<file path="config.mk">
export PLATFORM = sky130hd
export DESIGN_NAME = nrtl_match
export DESIGN_NICKNAME = d
export VERILOG_FILES = /design/src/rtl/nrtl_pkg.sv /design/src/rtl/nrtl_match.sv
export SDC_FILE = /design/constraint.sdc
export NUM_CORES = 1
export LEC_CHECK = 0
export BUFFER_PORTS_ARGS = -buffer_cell sky130_fd_sc_hd__buf_4
export CAP_MARGIN = 20
export CORE_MARGIN = 4
export CORE_UTILIZATION = 26
export DETAILED_ROUTE_END_ITERATION = 7
export PLACE_DENSITY = 0.87
export SYNTH_ARGS = -nofsm -noshare
export SYNTH_HDL_FRONTEND = slang
export SYNTH_SLANG_ARGS = --single-unit
export TNS_END_PERCENT = 30
</file>
<file path="constraint.sdc">
create_clock -name vclk -period 1.3
set_clock_uncertainty 0.15 [all_clocks]
set_input_delay 0.195 -clock vclk [all_inputs]
set_output_delay 0.195 -clock vclk [all_outputs]
set_load 0.02 [all_outputs]
</file>
<file path="src/rtl/nrtl_pkg.sv">
// shared types and codes for the translation rule table
package nrtl_pkg;

	localparam logic OP_INSERT = 1'b0;
	localparam logic OP_LOOKUP = 1'b1;

	localparam logic [1:0] KIND_EXACT = 2'd0;
	localparam logic [1:0] KIND_ADDR  = 2'd1;
	localparam logic [1:0] KIND_PORT  = 2'd2;
	localparam logic [1:0] KIND_NONE  = 2'd3;

	localparam logic [1:0] STATUS_STORED = 2'd0;
	localparam logic [1:0] STATUS_DUP    = 2'd1;
	localparam logic [1:0] STATUS_FULL   = 2'd2;

	typedef struct packed {
		logic        operation;
		logic [1:0]  rule_kind;
		logic [31:0] key_address;
		logic [15:0] key_port;
		logic [31:0] target_address;
		logic [15:0] target_port;
	} req_t;

	typedef struct packed {
		logic [1:0]  match_kind;
		logic [1:0]  insert_status;
		logic [31:0] echo_address;
		logic [15:0] echo_port;
		logic [31:0] mapped_address;
		logic [15:0] mapped_port;
	} rsp_t;

	typedef struct packed {
		logic [1:0]  kind;
		logic [31:0] address;
		logic [15:0] port;
	} rule_key_t;

	typedef struct packed {
		rule_key_t   key;
		logic [31:0] target_address;
		logic [15:0] target_port;
	} rule_t;

	typedef struct packed {
		logic       hit;
		logic [1:0] kind;
	} match_t;

	typedef enum logic [1:0] {
		ST_IDLE,
		ST_SCAN,
		ST_LAST,
		ST_DONE
	} state_t;

endpackage

</file>
<file path="src/rtl/nrtl_match.sv">
// key compare unit shared by duplicate check and lookup scan
module nrtl_match (
	input  logic                operation,
	input  nrtl_pkg::rule_key_t probe,
	input  nrtl_pkg::rule_key_t entry,
	output nrtl_pkg::match_t    result
);

	logic addr_eq;
	logic port_eq;
	logic wild_hit;

	assign addr_eq = (entry.address == probe.address);
	assign port_eq = (entry.port == probe.port);

	// stored keys already hold zero in the ignored part
	always_comb begin
		unique case (entry.kind)
			nrtl_pkg::KIND_EXACT: wild_hit = addr_eq && port_eq;
			nrtl_pkg::KIND_ADDR:  wild_hit = addr_eq;
			nrtl_pkg::KIND_PORT:  wild_hit = port_eq;
			default:              wild_hit = 1'b0;
		endcase
	end

	always_comb begin
		result.kind = entry.kind;
		if (operation == nrtl_pkg::OP_INSERT) begin
			result.hit = (entry.kind == probe.kind) && addr_eq && port_eq;
		end else begin
			result.hit = wild_hit;
		end
	end

endmodule

</file>
Word-level counts from Yosys, hierarchy flattened:

Cells that the tools add are included.

* flip-flop bits (word level): 0
* input bits: 101
* logic and storage cells: 11

* eq/ne operators: 5
* multiplexer cells: 2
* reduce and logical (&&, ||, !) cells: 4

Operators with widths (number)
* $eq 32x32->1: 1
* $eq 16x16->1: 1
* $logic_and 1x1->1: 3
* $pmux 1 s3: 1
* $eq 2x1->1 const B: 1
* $eq 2x2->1: 1
* $eq 2x2->1 const B: 1
* $logic_not 2->1: 1
* $mux 1: 1

Depth between registers and ports, before layout:

Gate-level depths: netlist of run 1.

* word-level depth: 4
* depth in mapped cells: 6
* gate-level depth less buffers: 6

Least setup slack after synthesis of run 1:

Ideal clock, no wire load.

* path kind: input to output
* start point: in probe[47] in the netlist's numbering
* end point: out result[2] in the netlist's numbering
* arrival: 1123 ps
* data required time: 955 ps
* setup slack: -168 ps
* stages: 6
* buffers on the path: 0
* path through: xor2_1 -> nor4_1 -> nand4_1 -> nor2_1 -> o211ai_1 -> nand3_1

RTL lines
* start, declared: RTL line nrtl_match.sv:4 `input nrtl_pkg::rule_key_t probe,`
* end, declared: RTL line nrtl_match.sv:6 `output nrtl_pkg::match_t result`

==> results list, run 1 <==
- Arrival time at the worst endpoint: about 1400 ps
- After the first detailed-routing iteration, the DRC count stood at 17.
* Number of synthesis warnings: 0
* Die width: between 50 and 60 um
- Ranked by total cell area, the synthesized netlist is headed by sky130_fd_sc_hd__xor2_1 (50%), sky130_fd_sc_hd__xnor2_1 (24%), sky130_fd_sc_hd__nor4_1 (9.5%), sky130_fd_sc_hd__nand4_1 (6.3%), sky130_fd_sc_hd__nand4b_1 (3.0%).
- Simple-Gate Fraction of Synth Area: 22.4%
- Adder-cell area share of the yosys netlist: 0%
- Crit path kind: input port to primary output
- Mean Syn Cell Area: 8.01 um2
- In the final layout, the share of cells above drive strength 1 is a little under two thirds.
- Worst-path fanout max: 2
- Via density per instance: between 4 and 5
* Number of antenna violations at the first check in global routing: 0
* Top post-synthesis cells by count: sky130_fd_sc_hd__xor2_1 (34), sky130_fd_sc_hd__xnor2_1 (16), sky130_fd_sc_hd__nor4_1 (9), sky130_fd_sc_hd__nand4_1 (6)
* Global placer's final weighted congestion: 0.881
* Post-route DRC violation count: 0
- The checks that failed: setup timing.
* Run status: finished with violations
- Relative slew slack: between 80 and 90%
- In the final design database the tool counted ~280 nets.
- The die covers between 3000 and 4000 um2.
- The area growth from synthesis to layout is 148%.
* Dominant combinational cell family by area after synthesis: XOR/XNOR gates
- After layout, the design draws a total of between 400 and 500 uW.
- Across the run, the number of max-cap violations was 0.
- Synthesis produced a netlist with a net count of 175.
- Vias: about 940
* Initial cell density of the core: a little over a quarter
* Final critical delay including setup and external delays: around 1800 ps
* Total wire length after detailed routing: 2440 um
- Post-detailed-route wirelength per cell: about 12 um
- Depth of the worst hold-timing path: 2
- The first global-routing pass estimated a little over 4000 um of wire.
- CP Launch Type: input port
* Leakage power figure: slightly above 0.0007 uW
- The number of antenna diodes in the final layout is 0.
- Global routing finished with a remaining overflow of 0.
* Post-synthesis xor/xnor area fraction: about three quarters
- The core region is 2190 um2.
* Maximum operating frequency: approximately 570 MHz
* Number of port buffers: between 100 and 150
- Count of standard-cell rows: 17
- Router iterations before antenna repair: 4
- In the synthesized netlist, mux cells make up 0% of the area.
- Counting distinct cell types in the post-synthesis netlist gives 11.
- The path class of the tightest hold or removal check is input port to primary output.
- The layout has 0 clock buffers.
* Post-synthesis sequential area ratio: 0%
- By instance count, the leading cell after synthesis is sky130_fd_sc_hd__xor2_1.
- Seq cells: 0
* Period utilisation layout: 135%
- Count of endpoints failing setup in the final report: 1
- Walking the worst path, the cells encountered are buf_4, xor2_1, nor4_2, nand4_1, nor2_2, nand4b_1, nand3_2, buf_6.
- The die is 55.8 um tall.
* Total power divided by cell area: 290 nW/um2
- For the worst setup path, the data required time is 950 ps.
- Entering global routing, the biggest net connects 6 pins.
* Final Hold Viols: 0
* Cell accounting for the most synthesized area: sky130_fd_sc_hd__xor2_1
- ANT nets after route: 0
* Hold Slack: 482 ps
- In this design, the stage delay of the slowest critical-path cell is 300 ps.
- Setup slack after layout: -455 ps
- Largest vdd supply drop: roughly 0.19 mV
- Number of global-route vias before repair: between 1k and 1.5k
- Yosys top cell area share: between 50% and 60%
* Synth Area in Compound Gates: 1.27%
* Slew at the pin closest to its max-slew limit: 293 ps
- Post-synthesis instance area: just under 600 um2
- Post-synthesis cell count: 74
* Number of max-slew violations in the final report: 0
- The slowest stage of the critical path belongs to the cell sky130_fd_sc_hd__nor4_2.
- Setup repair after global routing missed its margin: yes
- Detail Placement HPWL: ~2300 um
* Total routing usage reported by global routing: 15.4%
- Setup crit end kind: primary output
* Top-level port count: roughly 100
- Storage cell area: 0 um2
[path summary, 6_finish.rpt]
check	startpoint	to	slack, ps
worst min-delay path	entry[48]	result[0]	480
worst max-delay path	probe[34]	result[2]	-450
[cells by family (layout without fill, tap and decap cells)]
| kind of cell | after synthesis | after routing |
|---|---|---|
| AO/OA/AOI/OAI | 1 | 1 |
| buffers and inverters | 2 | 106 |
| AND/OR/NAND/NOR | 21 | 21 |
| XOR/XNOR | 50 | 50 |
[cell type report]
class / count / area, um2
fillers: 174 / 719
multi-input cells: 72 / 618
well taps: 28 / 35.0
repair buffers: 106 / 818
[worst max-delay path, delay by kind of cell]
kind	cells	cell delay [ps]
XOR/XNOR	1	160
buffers and inverters	2	220
AND/OR/NAND/NOR	5	820
[cell usage in the layout (no fill, tap or decap), drive strengths merged]
| master | netlist | layout |
|---|---|---|
| xnor2 | 16 | 16 |
| nor4 | 9 | 9 |
| and2b | 1 | 1 |
| nand4b | 2 | 2 |
| xor2 | 34 | 34 |
| nor3 | 1 | 1 |
| nand4 | 6 | 6 |
| o211ai | 1 | 1 |
| nor2 | 1 | 1 |
| nand3 | 1 | 1 |
| buf | 2 | 106 |
[where the power goes]
group	internal (uW)	switching [uW]
clock	0	0
sequential	0	0
combinational	290	137
[what timing repair did]
| item | in CTS | in global routing |
|---|---|---|
| setup endpoints to repair | 1 | 1 |
| pin swaps | 11 | 9 |
| gates resized for setup | 7 | 5 |
| gates cloned | 0 | 0 |
| hold buffers | 0 | 0 |
| buffers inserted | 0 | 0 |
[per-layer routing]
layer | global-route usage, % | vias to the layer above | part of all wire [%]
li1 | - | 465 | -
met1 | 16.9 | 399 | 33
met2 | 30.1 | 70 | 52
met3 | 3.71 | 2 | 14
met4 | 1.74 | 0 | 0.61
met5 | 0 | - | 0
[through the flow]
| step | setup TNS, ps | setup slack [ps] | cell area (um2) | utilization (%) | std cells |
|---|---|---|---|---|---|
| after floorplan | -124 | -124 | 598 | - | 74 |
| after global placement | -524 | -524 | 1410 | 64.5 | 206 |
| after detailed placement | -553 | -553 | 1410 | 64.5 | 206 |
| after CTS | -474 | -474 | 1440 | 65.8 | 206 |
| after global routing | -560 | -560 | 1470 | 67.2 | 206 |
| final | -455 | -455 | 1470 | 67.2 | 206 |
Note: power is estimated with default switching activity, not from simulation.
==> run 2, diff against run 1 <==
==> constraint.sdc (replaced) <==
create_clock -name vclk -period 1.3
set_clock_uncertainty 0.15 [all_clocks]
set_input_delay 0.13 -clock vclk [all_inputs]
set_output_delay 0.13 -clock vclk [all_outputs]
set_load 0.02 [all_outputs]
==> results list, run 2 (synthesized netlist as in run 1, its figures left out) <==
- The run finished, with violations left.
- The final reports fail on setup timing.
- Pin count of the biggest net entering global routing: 6
* Share of post-route cells with drive strength above 1: 67.0%
- about 100 I/O pins were placed.
* Area of the die: roughly 3100 um2
- The finished cells cover approximately 1500 um2.
- CP Launch Type: input port
* Height of the die: about 56 um
* Post-route DRC violation count: 0
- Setup crit end kind: primary output
- The critical path in this run is classified as input port to primary output.
- For this configuration, the core starts out at a cell density of 27.1%.
- Commonest cells after routing, fill and taps aside: sky130_fd_sc_hd__buf_4 (94), sky130_fd_sc_hd__xor2_1 (30), sky130_fd_sc_hd__xnor2_1 (16)
- The largest single stage delay on the critical path is about 370 ps.
- Arrival time at the worst endpoint: 1340 ps
* Number of antenna violations at the first check in global routing: 0
- Setup repair after global routing could not meet its margin everywhere.
- Count of endpoints failing setup in the final report: 1
- 0 antenna diodes ended up in the layout.
- Total power divided by cell area: between 200 and 300 nW/um2
* Number of port buffers: ~100
- Start point of the worst hold path: entry[49]
- Overflow after GRT: 0
- CP Data Required Time: 1020 ps
- The routed design could run at a clock period as short as roughly 1600 ps.
- Slew at the pin closest to its max-slew limit: roughly 310 ps
* Period utilisation layout: 125%
- The worst hold path belongs to the class input port to primary output.
* Setup TNS after final layout: -322 ps
- Post-placement worst setup slack: -425 ps
- For this block, the routed nets add up to 2700 um of wire.
- In this run the tightest slew margin relative to its limit is between 70% and 80%.
* Hold Slack: approximately 350 ps
- The layout has 0 clock buffers.
- At the end of routability-driven placement, the weighted congestion stood at about 0.79.
* Worst setup path startpoint: probe[14]
- Seq cells: 0
* Final Hold Viols: 0
* Core outline area: 2190 um2
- Post-CTS Setup Inserts: 0
- Net count, final: 279
- Using the TritonRoute via totals, the vias-per-cell ratio works out to between 4 and 5.
* Leakage power figure: 0.000728 uW
- Number of max-slew violations in the final report: 0
- Iter 0 DRT Violations: 9
* Post-Place Cell Area: between 1000 and 1500 um2
* Count of standard-cell rows: 17
* Area Overhead vs Synth: 156%
* Storage cell area: 0 um2
- Before antenna repair, the detailed router went through 4 iterations.
- Max-cap violations in this run came to 0.
- Cell with the largest stage delay on the worst path: sky130_fd_sc_hd__nor4_2
* Die width: 55.8 um
- Global-route wire length before repair: 4400 um
* ANT nets after route: 0
* Maximum operating frequency: ~600 MHz
* Largest vdd supply drop: about 0.19 mV
- Once detailed placement completed, the half-perimeter wirelength came to 2440 um.
- In the final routed layout, each cell accounts on average for approximately 13 um.
* Vias: ~940
- Worst-path fanout max: 2
- Post-CTS Hold Fix Bufs: 0
* Sequence of cells on the critical path: buf_4, xnor2_1, nand4_1, nor4_2, nand4b_1, nand3_2, buf_6
- Number of global-route vias before repair: ~1.1k
- Setup slack after layout: -322 ps
- Commonest non-fill, non-tap cell in the layout: sky130_fd_sc_hd__buf_4
- In the global route stage, overall resource usage came out at between 15 and 20%.
[run 2: final cells by class]
| type | instances | area, um2 |
|---|---|---|
| fillers | 165 | 672 |
| multi-input cells | 72 | 666 |
| well taps | 28 | 35.0 |
| repair buffers | 104 | 818 |
[run 2: metrics by stage]
stage	utilization (%)	power, uW	std cells
6_report	69.3	451	204
5_1_grt	69.3	491	204
4_1_cts	66.0	430	204
3_5_place_dp	63.8	412	204
3_3_place_gp	63.8	396	204
2_1_floorplan	-	133	74
[run 2: what timing repair did]
action / 4_1_cts / 5_1_grt
pin swaps: 7 / 13
gates resized for setup: 9 / 14
setup endpoints to repair: 1 / 1
[run 2: metal layers]
metal	global-route usage, %	vias up	routed length (um)
met2	36.1	63	1620
met4	1.74	0	23
met5	0	-	0
met1	15.8	413	760
li1	-	458	-
met3	3.94	2	295
[run 2: final timing paths]
path	end	slack, ps	cells after the start
hold / removal	result[1]	350	2
setup / recovery	result[2]	-320	7
[run 2: critical path: cells and delay by family]
family / cells / cell delay, ps
simple gates: 4 / 790
buf+inv: 2 / 220
xor+xnor: 1 / 190
[run 2: report_power, final]
group / internal, uW / switching, uW / total [uW]
combinational: 298 / 153 / 451
sequential: 0 / 0 / 0
clock: 0 / 0 / 0
total: 298 / 153 / 451
==> run 3, diff against run 2 <==
- PLACE_DENSITY: 0.87 -> 0.89
==> results list, run 3 (synthesized netlist as in run 1, its figures left out) <==
* Run status: finished with violations
- The final reports fail on setup timing.
- Worst-path fanout max: 2
- Summed over all nets, the half-perimeter wirelength after detailed placement is between 2000 and 3000 um.
- Relative to the synthesized area, the layout overhead comes to 144%.
- Hold Slack: 349 ps
- Post-detailed-route wirelength per cell: around 13 um
- Setup slack after layout: -328 ps
* Commonest non-fill, non-tap cell in the layout: sky130_fd_sc_hd__buf_4
- Subtracting the final worst setup slack from the clock period gives roughly 1600 ps.
- Crit path kind: input port to primary output
- Number of max-slew violations in the final report: 0
* Hold Crit Endpoint: result[1]
- The detail route stage leaves a number of antenna-violating nets equal to 0.
- For the worst setup path, the data arrival time is around 1400 ps.
- Setup TNS after final layout: -328 ps
* Initial cell density of the core: 27.1%
- The die covers approximately 3100 um2.
- At the end of routability-driven placement, the weighted congestion stood at between 0.7 and 0.8.
- Share of post-route cells with drive strength above 1: just over 60%
- After detailed routing, the number of remaining DRC violations is 0.
- STA classifies the critical path startpoint as an input port.
- After routing the design area is ~1400 um2.
- approximately 100 I/O pins were placed.
- The multi-input combinational cells in the finished layout cover a total of a little over 600 um2.
- Seq cells: 0
- The final critical path takes up 125% of the cycle.
- Relative slew slack: 81.8%
- The core region is ~2200 um2.
* Vias: 950
* Iter 0 DRT Violations: 12
- Final Hold Viols: 0
* Depth of the worst hold-timing path: 2
- CP Data Required Time: about 1000 ps
- Final cell utilization of the core: between 60% and 70%
* Count of standard-cell rows: 17
- In the layout the commonest cells are sky130_fd_sc_hd__buf_4 (100), sky130_fd_sc_hd__xor2_1 (34), sky130_fd_sc_hd__xnor2_1 (14).
- Pin count of the biggest net entering global routing: 6
* Setup crit end kind: primary output
- The floorplan step set the die height to 55.8 um.
- Number of antenna violations at the first check in global routing: 0
- Total wire length after detailed routing: 2690 um
* Post-Place Cell Area: between 1000 and 1500 um2
- Setup violations remaining at the end of the flow were counted as 1.
- Net count, final: 280
- Overflow after GRT: 0
- After layout, the clock buffer instance count stands at 0.
* Largest vdd supply drop: between 0.15 and 0.2 mV
- The first global-routing pass estimated between 4000 and 5000 um of wire.
* Placed cell count: between 200 and 250
- In this run the most critical hold path is launched from entry[49].
- The finished layout holds ~210 standard cells, fillers aside.
- The via count of the first global-routing pass is approximately 1.1k.
- Via density per instance: roughly 4.6
- At the pin with the least slew margin, the transition time is 270 ps.
- Setup repair after global routing missed its margin: yes
* Leakage power figure: ~0.00073 uW
- Total power divided by cell area: 293 nW/um2
- Derived from the worst setup path, the maximum achievable clock frequency is between 600 and 700 MHz.
- Max-cap violations in this run came to 0.
- In the global route stage, overall resource usage came out at between 10% and 20%.
* Number of port buffers: ~100
- The first detailed-routing pass took 4 iterations.
* Die width: 55.8 um
- Filler Cell Count: about 190
- Storage cell area: 0 um2
- Ant diodes: 0
- Once the clock tree was built, the setup fixing pass inserted 0 buffers.
- Min-Delay Path Class: input port to primary output
run 3: worst max path at each step:
stage / startpoint / endpoint / cells past startpoint
after floorplan: probe[47] / result[2] / 6
after global placement: probe[47] / result[2] / 8
after detailed placement: probe[47] / result[2] / 8
after CTS: entry[36] / result[2] / 8
after global routing: probe[27] / result[2] / 8
final: entry[36] / result[2] / 8
run 3: cell type report:
cell class                 count  share of cell area (%)
multi-input combinational     72                    41.9
timing repair buffer         105                    55.7
tap                           28                    2.42
run 3: where the power goes:
group / switching (uW) / internal (uW) / total, uW
combinational: 136 / 288 / 424
clock: 0 / 0 / 0
sequential: 0 / 0 / 0
run 3: layer usage:
metal	wire length, um	track usage (%)	part of all wire [%]
met1	787	14.9	29
met2	1550	36.7	58
met3	270	3.48	10
met4	77	4.17	2.9
met5	0	0	0
run 3: per-stage QoR:
step	power, uW	setup WS, ps
6_report	424	-328
3_5_place_dp	413	-438
3_3_place_gp	398	-399
5_1_grt	461	-414
2_1_floorplan	133	1.24
4_1_cts	428	-304
run 3: timing repair:
action,in CTS,in global routing
endpoints found under the setup margin,1,1
gates resized for setup,9,0
pin swaps,14,1
hold buffers,0,0
run 3: worst max-delay path, cell delays in order:
cell                       delay (ps)
sky130_fd_sc_hd__buf_6             90
sky130_fd_sc_hd__xor2_1           150
sky130_fd_sc_hd__nor4_1           300
sky130_fd_sc_hd__nand4_1          170
sky130_fd_sc_hd__nor2_2           170
sky130_fd_sc_hd__nand4b_1         120
sky130_fd_sc_hd__nand3_2          100
sky130_fd_sc_hd__buf_6            120
